`src/rtl/glpf_pkg.sv`:
```
package glpf_pkg;

  localparam int VALUE_BITS   = 32;
  localparam int TOTAL_W      = 48;
  localparam int POS_W        = 8;
  localparam int GRID_W       = 9;
  localparam int MAX_SIZE_DEF = 256;
  localparam int QUEUE_DEPTH  = 4;

  localparam logic [GRID_W-1:0] GRID_RESET = 9'd8;

  // result slots of one queue entry, emitted lowest index first
  localparam int MB_ABOVE = 0;
  localparam int MB_LEFT  = 1;
  localparam int MB_SELF  = 2;
  localparam int MB_TOTAL = 3;
  localparam int MASK_W   = 4;

  localparam logic KIND_PEAK  = 1'b0;
  localparam logic KIND_TOTAL = 1'b1;

  typedef logic signed [VALUE_BITS-1:0] value_t;
  typedef logic signed [TOTAL_W-1:0]    total_t;
  typedef logic [POS_W-1:0]             pos_t;

  // one row-buffer entry: the row above and the row two above
  typedef struct packed {
    value_t prev_val;
    value_t older_val;
  } row_pair_t;

  typedef struct packed {
    logic [MASK_W-1:0] mask;
    value_t            above_val;
    value_t            left_val;
    value_t            self_val;
    pos_t              row;
    pos_t              col;
  } q_entry_t;

  function automatic logic is_peak(
    input value_t v,
    input logic   hu, input value_t u,
    input logic   hd, input value_t d,
    input logic   hl, input value_t l,
    input logic   hr, input value_t r
  );
    logic res;
    res = !(hu && (u >= v)) && !(hd && (d >= v)) &&
          !(hl && (l >= v)) && !(hr && (r >= v));
    return res;
  endfunction

endpackage

```
`src/rtl/glpf_queue.sv`:
```
module glpf_queue (
  input  logic               clk,
  input  logic               rst_n,
  input  logic               push,
  input  glpf_pkg::q_entry_t push_entry,
  output logic               full,
  input  logic               pop,
  output logic               head_valid,
  output glpf_pkg::q_entry_t head_entry
);

  localparam int DEPTH = glpf_pkg::QUEUE_DEPTH;
  localparam int PTR_W = (DEPTH > 1) ? $clog2(DEPTH) : 1;
  localparam int CNT_W = $clog2(DEPTH + 1);

  glpf_pkg::q_entry_t slots [DEPTH];

  logic [PTR_W-1:0] wr_ptr_r;
  logic [PTR_W-1:0] rd_ptr_r;
  logic [CNT_W-1:0] count_r;

  assign full       = (count_r == CNT_W'(DEPTH));
  assign head_valid = (count_r != '0);
  assign head_entry = slots[rd_ptr_r];

  always_ff @(posedge clk) begin
    if (!rst_n) begin
      wr_ptr_r <= '0;
      rd_ptr_r <= '0;
      count_r  <= '0;
    end else begin
      if (push) begin
        wr_ptr_r <= (wr_ptr_r == PTR_W'(DEPTH - 1)) ? '0 : wr_ptr_r + 1'b1;
      end
      if (pop) begin
        rd_ptr_r <= (rd_ptr_r == PTR_W'(DEPTH - 1)) ? '0 : rd_ptr_r + 1'b1;
      end
      if (push && !pop) begin
        count_r <= count_r + 1'b1;
      end else if (pop && !push) begin
        count_r <= count_r - 1'b1;
      end
    end
  end

  always_ff @(posedge clk) begin
    if (push) begin
      slots[wr_ptr_r] <= push_entry;
    end
  end

endmodule

```
`config.mk`:
```
export PLATFORM = sky130hd
export DESIGN_NAME = glpf_queue
export DESIGN_NICKNAME = d
export VERILOG_FILES = /design/src/rtl/glpf_pkg.sv /design/src/rtl/glpf_queue.sv
export SDC_FILE = /design/constraint.sdc
export NUM_CORES = 1
export LEC_CHECK = 0
export ABC_AREA = 0
export BUFFER_PORTS_ARGS = -buffer_cell sky130_fd_sc_hd__buf_4
export CAP_MARGIN = 20
export CORE_MARGIN = 1.5
export CORE_UTILIZATION = 50
export DETAILED_ROUTE_END_ITERATION = 7
export PLACE_DENSITY = 0.76
export SLEW_MARGIN = 20
export SYNTH_ARGS = -nofsm -noshare
export SYNTH_HDL_FRONTEND = slang
export SYNTH_SLANG_ARGS = --single-unit
```
`constraint.sdc`:
```
create_clock -name clk -period 7.4 [get_ports clk]
set_input_delay 1.11 -clock clk [delete_from_list [all_inputs] [get_ports clk]]
set_output_delay 1.11 -clock clk [all_outputs]
set_load 0.02 [all_outputs]
```
=== Word-level counts from Yosys, hierarchy flattened ===
Memory sizes are Yosys's and may differ from the RTL's. A register that Yosys moved wholly into a read port is not among the register bits.
Cells that the tools add are included.

* Add/subtract/negate cells: 4
* Muxes and demuxes: 8
* Reduce and logical (&&, ||, !) cells: 6
* Eq/ne operators: 3

{| class="wikitable"
|+ Operators by type and width
! kind !! count
|-
| two-way mux 2 bit || 4
|-
| two-way mux 3 bit || 2
|-
| adder 2 x 1 -> 2 bit, second input constant || 2
|-
| equality test 2 bit, second input constant || 2
|-
| adder 3 x 1 -> 3 bit, second input constant || 1
|-
| equality test 3 bit, second input constant || 1
|-
| nonzero test 3 bit || 1
|-
| subtractor 3 x 1 -> 3 bit, second input constant || 1
|-
| logical AND 1 bit || 2
|-
| logical NOT 1 bit || 2
|-
| two-way mux 1 bit || 2
|-
| nonzero test 2 bit || 1
|}

* Input bits: 120
* Memories: 1
* Flip-flop bits (word level): 7
* Memory bits (writable): 464

{| class="wikitable"
|+ Memories
! memory !! words !! bits a word !! read ports !! clocked after memory_dff !! wr ports !! line !! source
|-
| slots || 4 || 116 || 1 || 1 || 1 || glpf_queue.sv:16 || <nowiki>glpf_pkg::q_entry_t slots [DEPTH];</nowiki>
|}

=== Longest topological paths before layout ===
* Word-level depth: 4
* Mapped depth: 7
* Gate-level depth less buffers: 7

=== Least setup slack after synthesis ===
No wires, ideal clock.

* Path type: input to register
* From: in push
* To: mem slots[0][0] (netlist bit), enable pin
* Setup slack: 3.136 ns
* Setup time: 0.488 ns
* Cell stages on the path: 1
* Arrival time: 3.775 ns
* Buffers on the path: 0
* Cells stage by stage: and2_1

* Cells in the longest elaborated chain, start to end: 2

{| class="wikitable"
|+ Ends and longest elaborated chain
! what !! line !! source
|-
| start, declared || glpf_queue.sv:4 || <nowiki>input logic push,</nowiki>
|-
| two-way mux 1 bit || glpf_queue.sv:47 || <nowiki>if (push) begin</nowiki>
|-
| two-way mux 1 bit (not written as such) || glpf_queue.sv:48 || <nowiki>slots[wr_ptr_r] <= push_entry;</nowiki>
|-
| end, declared || glpf_queue.sv:16 ||
|}

Every way passes these cells.

==> results <==
- Based on the critical path, the design can be clocked at up to 0.252 GHz.
- The number of detailed-routing iterations run before antenna repair is 5.
- The number of enable flip-flop cells after synthesis is 464.
- The number of pins with negative max-slew slack in the final report was 0.
- The transition at the pin with the smallest max-transition slack is 795 ps.
- CTS saw 473 sinks.
- In this run the count of I/O pins placed on the die edge is 238.
- The clock skew is 16.0 ps.
- In this run the worst path has a maximum fanout of 88.
- The power density of the placed cells is 285 nW/um^2.
- In the final layout, the share of cells above drive strength 1 is 44.9%.
- After synthesis, the cell types taking the most area are sky130_fd_sc_hd__edfxtp_1 (81%), sky130_fd_sc_hd__mux4_2 (15%), sky130_fd_sc_hd__dfxtp_1 (1.0%).
- Summing the areas of all fa, ha and maj instances in the mapped netlist gives 0.554% of the synthesized area.
- The remaining max-slew budget at the tightest pin is 47.0%.
- Once detail routing completed, the nets flagged for antenna violations numbered 0.
- The multi-input combinational cells in the finished layout cover a total of 2890 sq um.
- The synthesized-area fraction occupied by xor and xnor cells is 0.102%.
- Max-cap violations in this run came to 0.
- The later pin in the worst-skew pair is clocked with a latency of 560 ps.
- TritonCTS created 47 clock buffers.
- Setup repair after global routing left no endpoint under its margin.
- Yosys printed 0 warnings.
- The vias after detailed routing is 7,771.
- The footprint of the flip-flops and latches is 14,100 sq um.
- For the finished layout, the period the worst path requires is 3970 ps.
- The mapped cell area is 17,200 sq um.
- In the finished design, the share of the clock period the worst path needs comes to 53.7%.
- The cell type with the largest total area after synthesis is sky130_fd_sc_hd__edfxtp_1.
- The count of standard-cell rows is 67.
- The post-CTS setup buffer count is 0.
- For this design, the CTS-stage hold fixing added 0 buffers.
- In this run, post-CTS repair resized a total of 0 instances.
- The share of the Yosys chip area taken by registers is 82.2%.
- The critical path is of the reg -> out type.
- The worst voltage drop across the vdd grid is 0.230 mV.
- The number of input and output port buffers inserted is 237.
- Measured along the y axis, the die boundary spans 188 microns.
- Synthesis produced a netlist with a net count of 777.
- The number of global-route vias before repair is 8,291.
- The maximum number of pins on one net before global-route repair is 89.
- The final count of negative-setup-slack endpoints is 0.
- The synthesized netlist devotes 0.532% of its cell area to simple gates.
- The routed design has 33.4 mm of wire.
- The startpoint class of the critical path is a register.
- The finished cells cover 21,000 sq um.
- The die span in x is 188 microns.
- The TritonCTS clock tree is yes.
- The initial core utilization is 50.9%.
- The filler cells instantiated in the layout total 2,297.
- The H-tree was split into 2 levels.
- In this run, synthesis produced a sequential element count of 473.
- The finished layout holds 1,403 standard cells, fillers aside.
- The number of design-rule violations left by the first detailed-router iteration is 626.
- After detailed routing, the average wire length per cell comes to 23.8 microns.
- The first global-routing pass estimated 50.0 mm of wire.
- Across every metal layer, demand over resource in global routing totals 19.0%.
- Clock-pin slew was measured on the worst setup and hold paths at 60 ps.
- In the synthesized netlist, the cells that appear most often are sky130_fd_sc_hd__edfxtp_1 (464), sky130_fd_sc_hd__mux4_2 (116), sky130_fd_sc_hd__buf_2 (13).
- Summed over all cells, the static leakage comes to 7.03 nW.
- The maximum buffer depth of the clock tree is 3.
- In the routed design, unresolved DRC markers number 0.
- The remaining global-route overflow is 0.
- Compared with the post-synthesis result, the final layout area differs by 22.1%.
- The count of endpoints failing hold in the final timing report is 0.
- After synthesis, the largest area contributor takes up 81.2% of total cell area.
- Data on the critical path is required at its endpoint by 6290 ps.
- The die covers 35,400 sq um.
- Yosys instantiated no cell more often than sky130_fd_sc_hd__edfxtp_1.
- The register-to-register path setup slack is 4900 ps.
- The vias per cell is 5.54.
- The congestion estimate from routability-driven global placement came to 0.701.
- Clock tree synthesis selected as its root buffer the cell sky130_fd_sc_hd__clkbuf_16.
- By area, the combinational part of the netlist is dominated by multiplexers.
- After detailed placement, the total cell area comes to 19,500 sq um.
- The top flip-flop cell by instance count after synthesis is sky130_fd_sc_hd__edfxtp_1.
- After synthesis, the share of flip-flops with an asynchronous set or reset is 0%.
- Measured on the finished design, the core utilization comes to 62.2%.
- The number of instances in the synthesized netlist is 650.
- The compound-gate portion of the synthesized area is 0.117%.
- The half-perimeter wire length after placement is 19.4 mm.
- The sum of negative setup slack is 0 ps.
- At the end of the flow, the number of nets in the layout was 1,048.
- Dividing the synthesized area by the synthesized cell count gives 26.4 sq um.
- The number of antenna violations at the first check in global routing is 1.
- The run finished with clean final reports.
- Counting distinct cell types in the post-synthesis netlist gives 21.
- In this run the worst hold path is classified as reg -> reg.
- The critical path capture point type is an output port.
- The arrival time at the worst endpoint is 2860 ps.
- The total placed cells including tap cells is 1,318.
- Of the post-synthesis cell area, the part taken by muxes is 15.5%.
- The core box area is 33,700 sq um.
cell usage in the layout (no fill, tap or decap), types with 2 or more instances in the layout:
cell                        instances
sky130_fd_sc_hd__and2_4             4
sky130_fd_sc_hd__buf_12             2
sky130_fd_sc_hd__buf_16             2
sky130_fd_sc_hd__buf_4            244
sky130_fd_sc_hd__bufinv_16          3
sky130_fd_sc_hd__clkbuf_1          10
sky130_fd_sc_hd__clkbuf_16         49
sky130_fd_sc_hd__clkinv_1          14
sky130_fd_sc_hd__clkinv_2           4
sky130_fd_sc_hd__dfxtp_1            7
sky130_fd_sc_hd__dfxtp_4            2
sky130_fd_sc_hd__edfxtp_1         464
sky130_fd_sc_hd__ha_1               6
sky130_fd_sc_hd__inv_1              4
sky130_fd_sc_hd__mux2i_1            4
sky130_fd_sc_hd__mux4_2           116
sky130_fd_sc_hd__nor2b_1            5
sky130_fd_sc_hd__or3_1              2
through the flow:
| stage | worst slack, ps | total power, mW | hold slack [ps] |
|---|---|---|---|
| finish | 3430 | 5.97 | 513 |
| global route | 3200 | 6.17 | 537 |
| CTS | 3320 | 6.03 | 511 |
| detailed placement | 3930 | 3.80 | 500 |
| global placement | 3920 | 3.77 | 493 |
| floorplan | 3140 | 3.51 | 467 |
worst max-delay path, cell delays in order, from the launching register on:
cell	delay, ps
sky130_fd_sc_hd__dfxtp_4	750
sky130_fd_sc_hd__buf_12	600
sky130_fd_sc_hd__mux4_2	640
sky130_fd_sc_hd__buf_4	180
final cells by class:
type | count | share of cell area [%]
clock buffers | 59 | 6.03
flip-flops and latches | 473 | 67.4
clock inverters | 23 | 0.854
well taps | 448 | 2.67
diodes | 1 | 0.0119
inverters | 4 | 0.0717
multi-input cells | 147 | 13.8
repair buffers | 248 | 9.20
worst paths after layout:
path / start / end / cells past startpoint
worst min register to register: count_r[2]$_SDFFE_PN0P_ / count_r[2]$_SDFFE_PN0P_ / 2
worst min-delay path: count_r[2]$_SDFFE_PN0P_ / count_r[2]$_SDFFE_PN0P_ / 2
worst max-delay path: register / head_entry[96] / 3
worst max register to register: wr_ptr_r[0]$_SDFFE_PN0P_ / slots[2][88]$_DFFE_PP_ / 5
power by group:
group | internal [mW] | switching, mW
logic | 0.284 | 0.334
registers | 3.07 | 0.0428
clock network | 1.30 | 0.937
total | 4.66 | 1.31
registers in the layout, indices dropped and copies added (netlist names), named ones only:
name	count
slots	464
wr_ptr_r	2
rd_ptr_r	2
count_r	3
routing by layer:
metal / up-vias / wire [microns] / track usage [%]
li1: 3342 / - / -
met1: 4098 / 13600 / 26.0
met2: 279 / 16400 / 29.9
met3: 52 / 2600 / 5.01
met4: 0 / 755 / 6.86
met5: - / 0 / 0
cell families (layout without fill, tap and decap cells):
group | after synthesis | in the layout
other cells | 0 | 1
fa+ha+maj | 7 | 7
flops | 473 | 473
compound gates | 3 | 3
simple gates | 15 | 15
mux | 120 | 120
xor+xnor | 2 | 2
buf+inv | 30 | 334
Note: power is estimated with default switching activity, not from simulation.
