[src/rtl/glpf_pkg.sv]
package glpf_pkg;

  localparam int VALUE_BITS   = 32;
  localparam int TOTAL_W      = 48;
  localparam int POS_W        = 8;
  localparam int GRID_W       = 9;
  localparam int MAX_SIZE_DEF = 256;
  localparam int QUEUE_DEPTH  = 4;

  localparam logic [GRID_W-1:0] GRID_RESET = 9'd8;

  // result slots of one queue entry, emitted lowest index first
  localparam int MB_ABOVE = 0;
  localparam int MB_LEFT  = 1;
  localparam int MB_SELF  = 2;
  localparam int MB_TOTAL = 3;
  localparam int MASK_W   = 4;

  localparam logic KIND_PEAK  = 1'b0;
  localparam logic KIND_TOTAL = 1'b1;

  typedef logic signed [VALUE_BITS-1:0] value_t;
  typedef logic signed [TOTAL_W-1:0]    total_t;
  typedef logic [POS_W-1:0]             pos_t;

  // one row-buffer entry: the row above and the row two above
  typedef struct packed {
    value_t prev_val;
    value_t older_val;
  } row_pair_t;

  typedef struct packed {
    logic [MASK_W-1:0] mask;
    value_t            above_val;
    value_t            left_val;
    value_t            self_val;
    pos_t              row;
    pos_t              col;
  } q_entry_t;

  function automatic logic is_peak(
    input value_t v,
    input logic   hu, input value_t u,
    input logic   hd, input value_t d,
    input logic   hl, input value_t l,
    input logic   hr, input value_t r
  );
    logic res;
    res = !(hu && (u >= v)) && !(hd && (d >= v)) &&
          !(hl && (l >= v)) && !(hr && (r >= v));
    return res;
  endfunction

endpackage

[src/rtl/glpf_back.sv]
module glpf_back (
  input  logic                       clk,
  input  logic                       rst_n,
  input  logic                       cfg_we,
  input  logic                       q_valid,
  input  glpf_pkg::q_entry_t         q_entry,
  output logic                       q_pop,
  output logic                       out_valid,
  input  logic                       out_stall,
  output logic                       out_item_kind,
  output glpf_pkg::value_t           out_peak_value,
  output glpf_pkg::pos_t             out_peak_row,
  output glpf_pkg::pos_t             out_peak_col,
  output glpf_pkg::total_t           out_running_total,
  output logic                       out_last
);

  glpf_pkg::q_entry_t          cur_r;
  logic [glpf_pkg::MASK_W-1:0] cur_mask_r;
  glpf_pkg::total_t            sum_r;

  logic                        out_valid_r;
  logic                        kind_r;
  glpf_pkg::value_t            value_r;
  glpf_pkg::pos_t              row_r;
  glpf_pkg::pos_t              col_r;
  glpf_pkg::total_t            total_r;

  logic                        load;
  logic                        one_left;
  logic [glpf_pkg::MASK_W-1:0] low_bit;
  logic                        kind_nxt;
  glpf_pkg::value_t            value_nxt;
  glpf_pkg::pos_t              row_nxt;
  glpf_pkg::pos_t              col_nxt;
  glpf_pkg::total_t            total_nxt;

  assign load     = (cur_mask_r != '0) && (!out_valid_r || !out_stall);
  assign low_bit  = cur_mask_r & (~cur_mask_r + 1'b1);
  assign one_left = ((cur_mask_r & (cur_mask_r - 1'b1)) == '0);
  assign q_pop    = q_valid && ((cur_mask_r == '0) || (load && one_left));

  always_comb begin
    kind_nxt  = glpf_pkg::KIND_PEAK;
    value_nxt = cur_r.self_val;
    row_nxt   = cur_r.row;
    col_nxt   = cur_r.col;
    priority if (cur_mask_r[glpf_pkg::MB_ABOVE]) begin
      value_nxt = cur_r.above_val;
      row_nxt   = cur_r.row - 1'b1;
    end else if (cur_mask_r[glpf_pkg::MB_LEFT]) begin
      value_nxt = cur_r.left_val;
      col_nxt   = cur_r.col - 1'b1;
    end else if (cur_mask_r[glpf_pkg::MB_SELF]) begin
      value_nxt = cur_r.self_val;
    end else begin
      kind_nxt  = glpf_pkg::KIND_TOTAL;
      value_nxt = '0;
      row_nxt   = '0;
      col_nxt   = '0;
    end
    total_nxt = (kind_nxt == glpf_pkg::KIND_TOTAL) ? sum_r
                                                   : sum_r + glpf_pkg::TOTAL_W'(value_nxt);
  end

  always_ff @(posedge clk) begin
    if (!rst_n) begin
      cur_mask_r  <= '0;
      sum_r       <= '0;
      out_valid_r <= 1'b0;
    end else begin
      if (q_pop) begin
        cur_mask_r <= q_entry.mask;
      end else if (load) begin
        cur_mask_r <= cur_mask_r & ~low_bit;
      end
      if (cfg_we) begin
        sum_r <= '0;
      end else if (load) begin
        sum_r <= (kind_nxt == glpf_pkg::KIND_TOTAL) ? '0 : total_nxt;
      end
      if (load) begin
        out_valid_r <= 1'b1;
      end else if (!out_stall) begin
        out_valid_r <= 1'b0;
      end
    end
  end

  always_ff @(posedge clk) begin
    if (q_pop) begin
      cur_r <= q_entry;
    end
    if (load) begin
      kind_r  <= kind_nxt;
      value_r <= value_nxt;
      row_r   <= row_nxt;
      col_r   <= col_nxt;
      total_r <= total_nxt;
    end
  end

  assign out_valid         = out_valid_r;
  assign out_item_kind     = kind_r;
  assign out_peak_value    = value_r;
  assign out_peak_row      = row_r;
  assign out_peak_col      = col_r;
  assign out_running_total = total_r;
  assign out_last          = (kind_r == glpf_pkg::KIND_TOTAL);

endmodule

[config.mk]
export PLATFORM = sky130hd
export DESIGN_NAME = glpf_back
export DESIGN_NICKNAME = d
export VERILOG_FILES = /design/src/rtl/glpf_pkg.sv /design/src/rtl/glpf_back.sv
export SDC_FILE = /design/constraint.sdc
export NUM_CORES = 1
export LEC_CHECK = 0
export BUFFER_PORTS_ARGS = -buffer_cell sky130_fd_sc_hd__buf_2
export CAP_MARGIN = 20
export CORE_MARGIN = 10
export CORE_UTILIZATION = 39
export DETAILED_ROUTE_END_ITERATION = 10
export SLEW_MARGIN = 20
export SYNTH_ARGS = -nofsm -noshare
export SYNTH_HDL_FRONTEND = slang
export SYNTH_SLANG_ARGS = --single-unit
[constraint.sdc]
create_clock -name clk -period 6.4 [get_ports clk]
set_input_delay 0.96 -clock clk [delete_from_list [all_inputs] [get_ports clk]]
set_output_delay 0.96 -clock clk [all_outputs]
set_load 0.05 [all_outputs]
Word-level counts from Yosys, hierarchy flattened
Cells that the tools add are included.
{"block": "op_classes", "eq_ne": 1, "muxes": 18, "addsub": 5, "n_bitwise": 6, "reduce_logical": 12}
{"cell": "$mux 32", "count": 3}
{"cell": "$mux 48", "count": 2}
{"cell": "$add 48x32->48", "count": 1}
{"cell": "$mux 8", "count": 6}
{"cell": "$sub 8x1->8 const B", "count": 2}
{"cell": "$and 4x4->4", "count": 3}
{"cell": "$logic_not 4->1", "count": 2}
{"cell": "$mux 4", "count": 2}
{"cell": "$not 4->4", "count": 2}
{"cell": "$mux 1", "count": 5}
{"cell": "$add 4x1->4 const B", "count": 1}
{"cell": "$reduce_bool 4->1", "count": 1}
{"cell": "$sub 4x1->4 const B", "count": 1}
{"cell": "$logic_and 1x1->1", "count": 3}
{"cell": "$logic_not 1->1", "count": 2}
{"cell": "$logic_or 1x1->1", "count": 2}
{"cell": "$ne 2x1->1 const B", "count": 1}
{"cell": "$reduce_bool 2->1", "count": 1}
{"cell": "$reduce_or 2->1", "count": 1}
{"cell": "$not 1->1", "count": 1}
{"block": "word_totals", "input_bits": 121, "word_cells": 55, "out_inout_bits": 100, "ff_bits": 262}

Depth between registers and ports, before layout
{"block": "logic_depth", "word_depth": 7, "mapped_depth": 19, "mapped_depth_nobuf": 16}

Worst setup path after synthesis
No wires, ideal clock.
{"block": "synth_path", "path_kind": "input to output", "from": "input out_stall", "to": "output q_pop", "path_slack_ns": 0.032, "required_ns": 5.440, "cell_stages": 6, "path_buffers": 1, "arrival_time_ns": 5.408, "path_cell_list": "and2_1 > maj3_1 > o22a_1 > o32ai_1 > and2_1 > clkbuf_1"}
{"block": "synth_via", "elab_chain_cells": 6}
{"element": "start: declaration", "line_no": "glpf_back.sv:9", "rtl": "input logic out_stall,"}
{"element": "$logic_not 1->1"}
{"element": "$logic_or 1x1->1", "line_no": "glpf_back.sv:38", "rtl": "assign load = (cur_mask_r != '0) && (!out_valid_r || !out_stall);"}
{"element": "$logic_and 1x1->1", "line_no": "glpf_back.sv:38"}
{"element": "$logic_and 1x1->1", "line_no": "glpf_back.sv:41", "rtl": "assign q_pop = q_valid && ((cur_mask_r == '0) || (load && one_left));"}
{"element": "$logic_or 1x1->1", "line_no": "glpf_back.sv:41"}
{"element": "$logic_and 1x1->1", "line_no": "glpf_back.sv:41"}
{"element": "end: declaration", "line_no": "glpf_back.sv:7", "rtl": "output logic q_pop,"}
Every way passes these cells.

Final worst setup path
{"block": "layout_path", "from": "register cur_mask_r[0] (netlist name)", "to": "register total_r[43] (netlist: out_running_total[43]), data pin"}
{"block": "layout_via", "elab_chain_cells": 3, "elab_cells_between_ends": 4, "classes_between": "1 x add/sub; 3 x mux"}
{"element": "start: declaration", "line_no": "glpf_back.sv:19", "rtl": "logic [glpf_pkg::MASK_W-1:0] cur_mask_r;"}
{"element": "start signal: assignment", "line_no": "glpf_back.sv:73", "rtl": "cur_mask_r <= q_entry.mask;"}
{"element": "start signal: assignment", "line_no": "glpf_back.sv:75", "rtl": "cur_mask_r <= cur_mask_r & ~low_bit;"}
{"element": "$mux 32", "line_no": "glpf_back.sv:48", "rtl": "priority if (cur_mask_r[glpf_pkg::MB_ABOVE]) begin"}
{"element": "net value_nxt[31]", "line_no": "glpf_back.sv:33", "rtl": "glpf_pkg::value_t value_nxt;"}
{"element": "$add 48x32->48", "line_no": "glpf_back.sv:63", "rtl": ": sum_r + glpf_pkg::TOTAL_W'(value_nxt);"}
{"element": "$mux 48", "line_no": "glpf_back.sv:62", "rtl": "total_nxt = (kind_nxt == glpf_pkg::KIND_TOTAL) ? sum_r"}
{"element": "net total_nxt[43]", "line_no": "glpf_back.sv:36", "rtl": "glpf_pkg::total_t total_nxt;"}
{"element": "end signal: assignment", "line_no": "glpf_back.sv:99", "rtl": "total_r <= total_nxt;"}
{"element": "end: declaration", "line_no": "glpf_back.sv:27", "rtl": "glpf_pkg::total_t total_r;"}
The timed path passes the listed nets, and every way through them passes these cells.
A chain may end at the register's enable or synchronous reset.

==> reports/qor.log <==
[power] leakage dissipation 0.00616 uW
[die] height of the chip 198 microns
[global_route] global-route usage over all layers 0.168
[power] clock network fraction of total power 0.381
[power] sw frac 0.295
[clocking] number of buffers inserted by hold repair at cts 0
[critical_path] required time of the worst setup path 6700 ps
[die] total I/O pin count 221
[route] drt first-iter violations 690
[layout] share of final-layout standard cells stronger than drive strength 1 0.235
[critical_path] CP Max Fanout 34
[clocking] clk root buf sky130_fd_sc_hd__clkbuf_16
[layout] area growth from synthesis to layout 19.9%
[synthesis] Synth Register Bits 262
[worst_hold_path] worst hold path type reg2reg
[critical_path] worst-case reg-to-reg path depth 15
[clocking] number of clock sinks seen by CTS 262
[worst_hold_path] startpoint of the tightest hold check path sum_r[27]$_SDFFE_PP0P_
[sta] fraction of the cycle the final worst path needs 0.798
[synthesis] number of cells produced by synthesis 1109
[synthesis] count of different cell masters after synthesis 72
[sta] summed negative setup slack over all endpoints 0 ps
[route] number of search-and-repair iterations in the first detailed-routing pass 5
[clocking] number of buffers inserted by post-CTS setup repair 0
[sta] unrepaired setup endpoints after global routing false
[die] number of rows in the core area 65
[sta] Worst Max-Slew Pin Slew 1080 ps
[layout] Finished Cell Area 14900 sq um
[route] routed via count divided by cell count 5.28
[power] IR drop worst, VDD 0.000269 V
[critical_path] sort of element at the start of the critical path register
[critical_path] sequence of cells on the critical path buf_4 > nor2_1 > a21oi_1 > inv_1 > ha_1 > and3_2 > nand4_1 > o2bb2ai_1 > a211o_2 > a221oi_1 > o41a_4 > o31ai_1 > a21oi_1 > xnor2_1 > mux2_2
[layout] number of nets in the layout 1489
[critical_path] start point of the critical path cur_mask_r[0]$_SDFFE_PN0P_
[synthesis] number of nets in the synthesized netlist 1282
[global_route] global-route wire length before repair 52.4 mm
[synthesis] predominant post-synthesis flop cell sky130_fd_sc_hd__edfxtp_1
[power] Reg power frac 0.446
[synthesis] ys async rst share 0
[sta] Achievable Freq 196 MHz
[status] result of the run complete, no violations
[layout] count of non-filler cells in the finished layout 1742
[clocking] TritonCTS clock tree done
[critical_path] Critical Path Slowest Stage Cell sky130_fd_sc_hd__dfxtp_2
[placement] number of placed instances, taps included 1687
[sta] Hold Fails Final Rpt 0
[clocking] clock slew at reported path FFs 60 ps
[critical_path] cell occurring most often along the worst timing path sky130_fd_sc_hd__a21oi_1
[route] vias after detailed routing 9198
[critical_path] worst flop-to-flop path startpoint cur_mask_r[0]$_SDFFE_PN0P_
[clocking] TritonCTS Buffers 29
[global_route] initial antenna violation count 1
[route] WL per Instance 19.6 microns
[placement] HPWL after detailed placement 24.9 mm
[die] Die Span X 198 microns
[route] residual DRC count 0
[placement] final estimated routing congestion in global placement 0.852
[clocking] Clock H-tree levels 1
[sta] Setup-failing EPs final 0
[power] combinational share of power 0.173
[worst_hold_path] number of instances on the worst hold path 2
[global_route] Remaining Overflow, GRT 0
[global_route] via count of the first global-routing pass 9436
[power] PwrDens 313 nW/um^2
[placement] Area after DPL 13900 sq um
[critical_path] Largest stage delay, worst path 660 ps
[synthesis] Syn Area/Cell 11.2 sq um
[clocking] clock latency on the worst-skew pair 560 ps
[sta] clock skew 15.1 ps
[global_route] maximum number of pins on one net before global-route repair 67
[power] total chip power 4660 uW
[placement] count of input and output buffers 220
[sta] hold_ws 474 ps
[sta] Slew Viols, Final 0
[synthesis] Synthesis Warnings 0
[layout] fill cell total of the finished layout 2881
[clocking] post-cts gate resize count 0
[critical_path] CP Capture Type register
[die] Std-Cell Core Area 31500 sq um
[sta] worst rel slew slack 0.280
[synthesis] number of enable-type register cells in the synthesized netlist 209
[power] internal power 3290 uW
[synthesis] Synth Cell Area 12400 sq um
[route] Antenna Nets Post-Route 0
[die] effective utilization at floorplan 0.395
[critical_path] path type of the worst setup path reg2reg
[synthesis] sequential-to-total area share from yosys stat 0.590
[run] total of max-cap violations 0
[die] area of the die 39400 sq um
[sta] final worst path period need 5110 ps
[critical_path] CP Data Arrival Time 5410 ps
[clocking] maximum clock insertion buffer count 3
[route] total detailed-routing wirelength 34.1 mm
[power] Switch Pwr 1380 uW
area by class of cell:
cell class                      count  area (sq um)  share of cell area
Multi-Input combinational cell    758          4710               0.316
Clock buffer                       33           751              0.0504
Sequential cell                   262          7340               0.492
Inverter                           33           126             0.00848
Clock inverter                     21           282              0.0189
Timing Repair Buffer              232          1190              0.0799
Tap cell                          402           503              0.0338
Antenna cell                        1          2.50            0.000168
per-layer routing:
layer | wire length, microns | vias to the layer above | share of wire | track usage
met3 | 2250 | 40 | 0.066 | 0.0397
met5 | 0 | - | 0 | 0
met2 | 15500 | 282 | 0.45 | 0.266
met1 | 15800 | 4372 | 0.46 | 0.229
li1 | - | 4504 | - | -
met4 | 628 | 0 | 0.018 | 0.0356
worst max-delay path, delay by kind of cell, from the launching register on:
| family | cells | cell delay (ps) |
|---|---|---|
| AOI/OAI and AO/OA | 7 | 1920 |
| buffers and inverters | 2 | 870 |
| and+or+nand+nor | 3 | 500 |
| DFF | 1 | 660 |
| muxes | 1 | 280 |
| xor gates and xnor gates | 1 | 100 |
| adders and majority gates | 1 | 510 |
through the flow:
step,setup slack [ps],util
2_1_floorplan,31.8,-
6_report,1290,0.474
4_1_cts,1300,0.473
3_5_place_dp,1350,0.441
5_1_grt,936,0.473
3_3_place_gp,1520,0.441
state kept, by name (all words and copies together) (netlist names):
register	flops
sum_r	48
out_peak_col	8
out_peak_value	32
out_running_total	48
cur_r	112
out_item_kind	1
cur_mask_r	4
out_valid	1
out_peak_row	8
kinds of logic after synthesis:
logic type	synth area share
xor gates and xnor gates	0.0310
muxes	0.0106
AOI/OAI and AO/OA	0.162
buffers and inverters	0.0314
and+or+nand+nor	0.121
adders and majority gates	0.0538
DFF	0.590
power groups by stage:
stage | registers, uW | clock network [uW] | logic (uW)
2_1_floorplan | 2420 | 0 | 274
3_3_place_gp | 2120 | 0 | 814
3_5_place_dp | 2120 | 0 | 818
4_1_cts | 2080 | 1810 | 819
5_1_grt | 2090 | 1880 | 868
6_report | 2080 | 1770 | 809
synthesized netlist by cell type (all sizes together) (12+ instances only):
cell type / count / area [sq um]
nor3: 14 / 75.1
edfxtp: 209 / 6280
a22oi: 47 / 353
nand4: 15 / 93.8
inv: 32 / 120
ha: 51 / 638
nand2: 190 / 713
nand3: 18 / 90.1
xnor2: 25 / 219
a22o: 19 / 166
dfxtp: 53 / 1060
a21o: 31 / 235
nor2: 60 / 228
o21ai: 83 / 415
xor2: 19 / 166
buf: 12 / 61.3
clkbuf: 41 / 175
a21oi: 71 / 355
worst paths after layout:
kind                                      to  slack [ps]
max          out_running_total[43]$_DFFE_PP_        1290
min                   sum_r[27]$_SDFFE_PP0P_         470
max reg2reg  out_running_total[43]$_DFFE_PP_        1290
min reg2reg           sum_r[27]$_SDFFE_PP0P_         470
layout by cell type (no fill, tap or decap), drive strengths merged, types with 4 or more instances in the layout:
| cell | synthesis | layout |
|---|---|---|
| clkinv | 1 | 12 |
| inv | 32 | 33 |
| nand3 | 18 | 18 |
| a21o | 31 | 31 |
| o31ai | 6 | 6 |
| a211oi | 5 | 5 |
| a31oi | 5 | 5 |
| buf | 12 | 232 |
| a22oi | 47 | 47 |
| nor2 | 60 | 60 |
| o21ai | 83 | 83 |
| bufinv | 0 | 6 |
| a21oi | 71 | 71 |
| dfxtp | 53 | 53 |
| ha | 51 | 51 |
| edfxtp | 209 | 209 |
| o21a | 6 | 6 |
| xor2 | 19 | 19 |
| nand4 | 15 | 15 |
| nand2 | 190 | 190 |
| nor3 | 14 | 14 |
| a22o | 19 | 19 |
| nand2b | 6 | 6 |
| or2 | 6 | 6 |
| a21boi | 4 | 4 |
| or3 | 5 | 5 |
| clkbuf | 41 | 33 |
| nor2b | 10 | 10 |
| xnor2 | 25 | 25 |
| mux2 | 9 | 9 |
| and3 | 6 | 6 |
No activity file was read; power rests on OpenSTA's default activity.
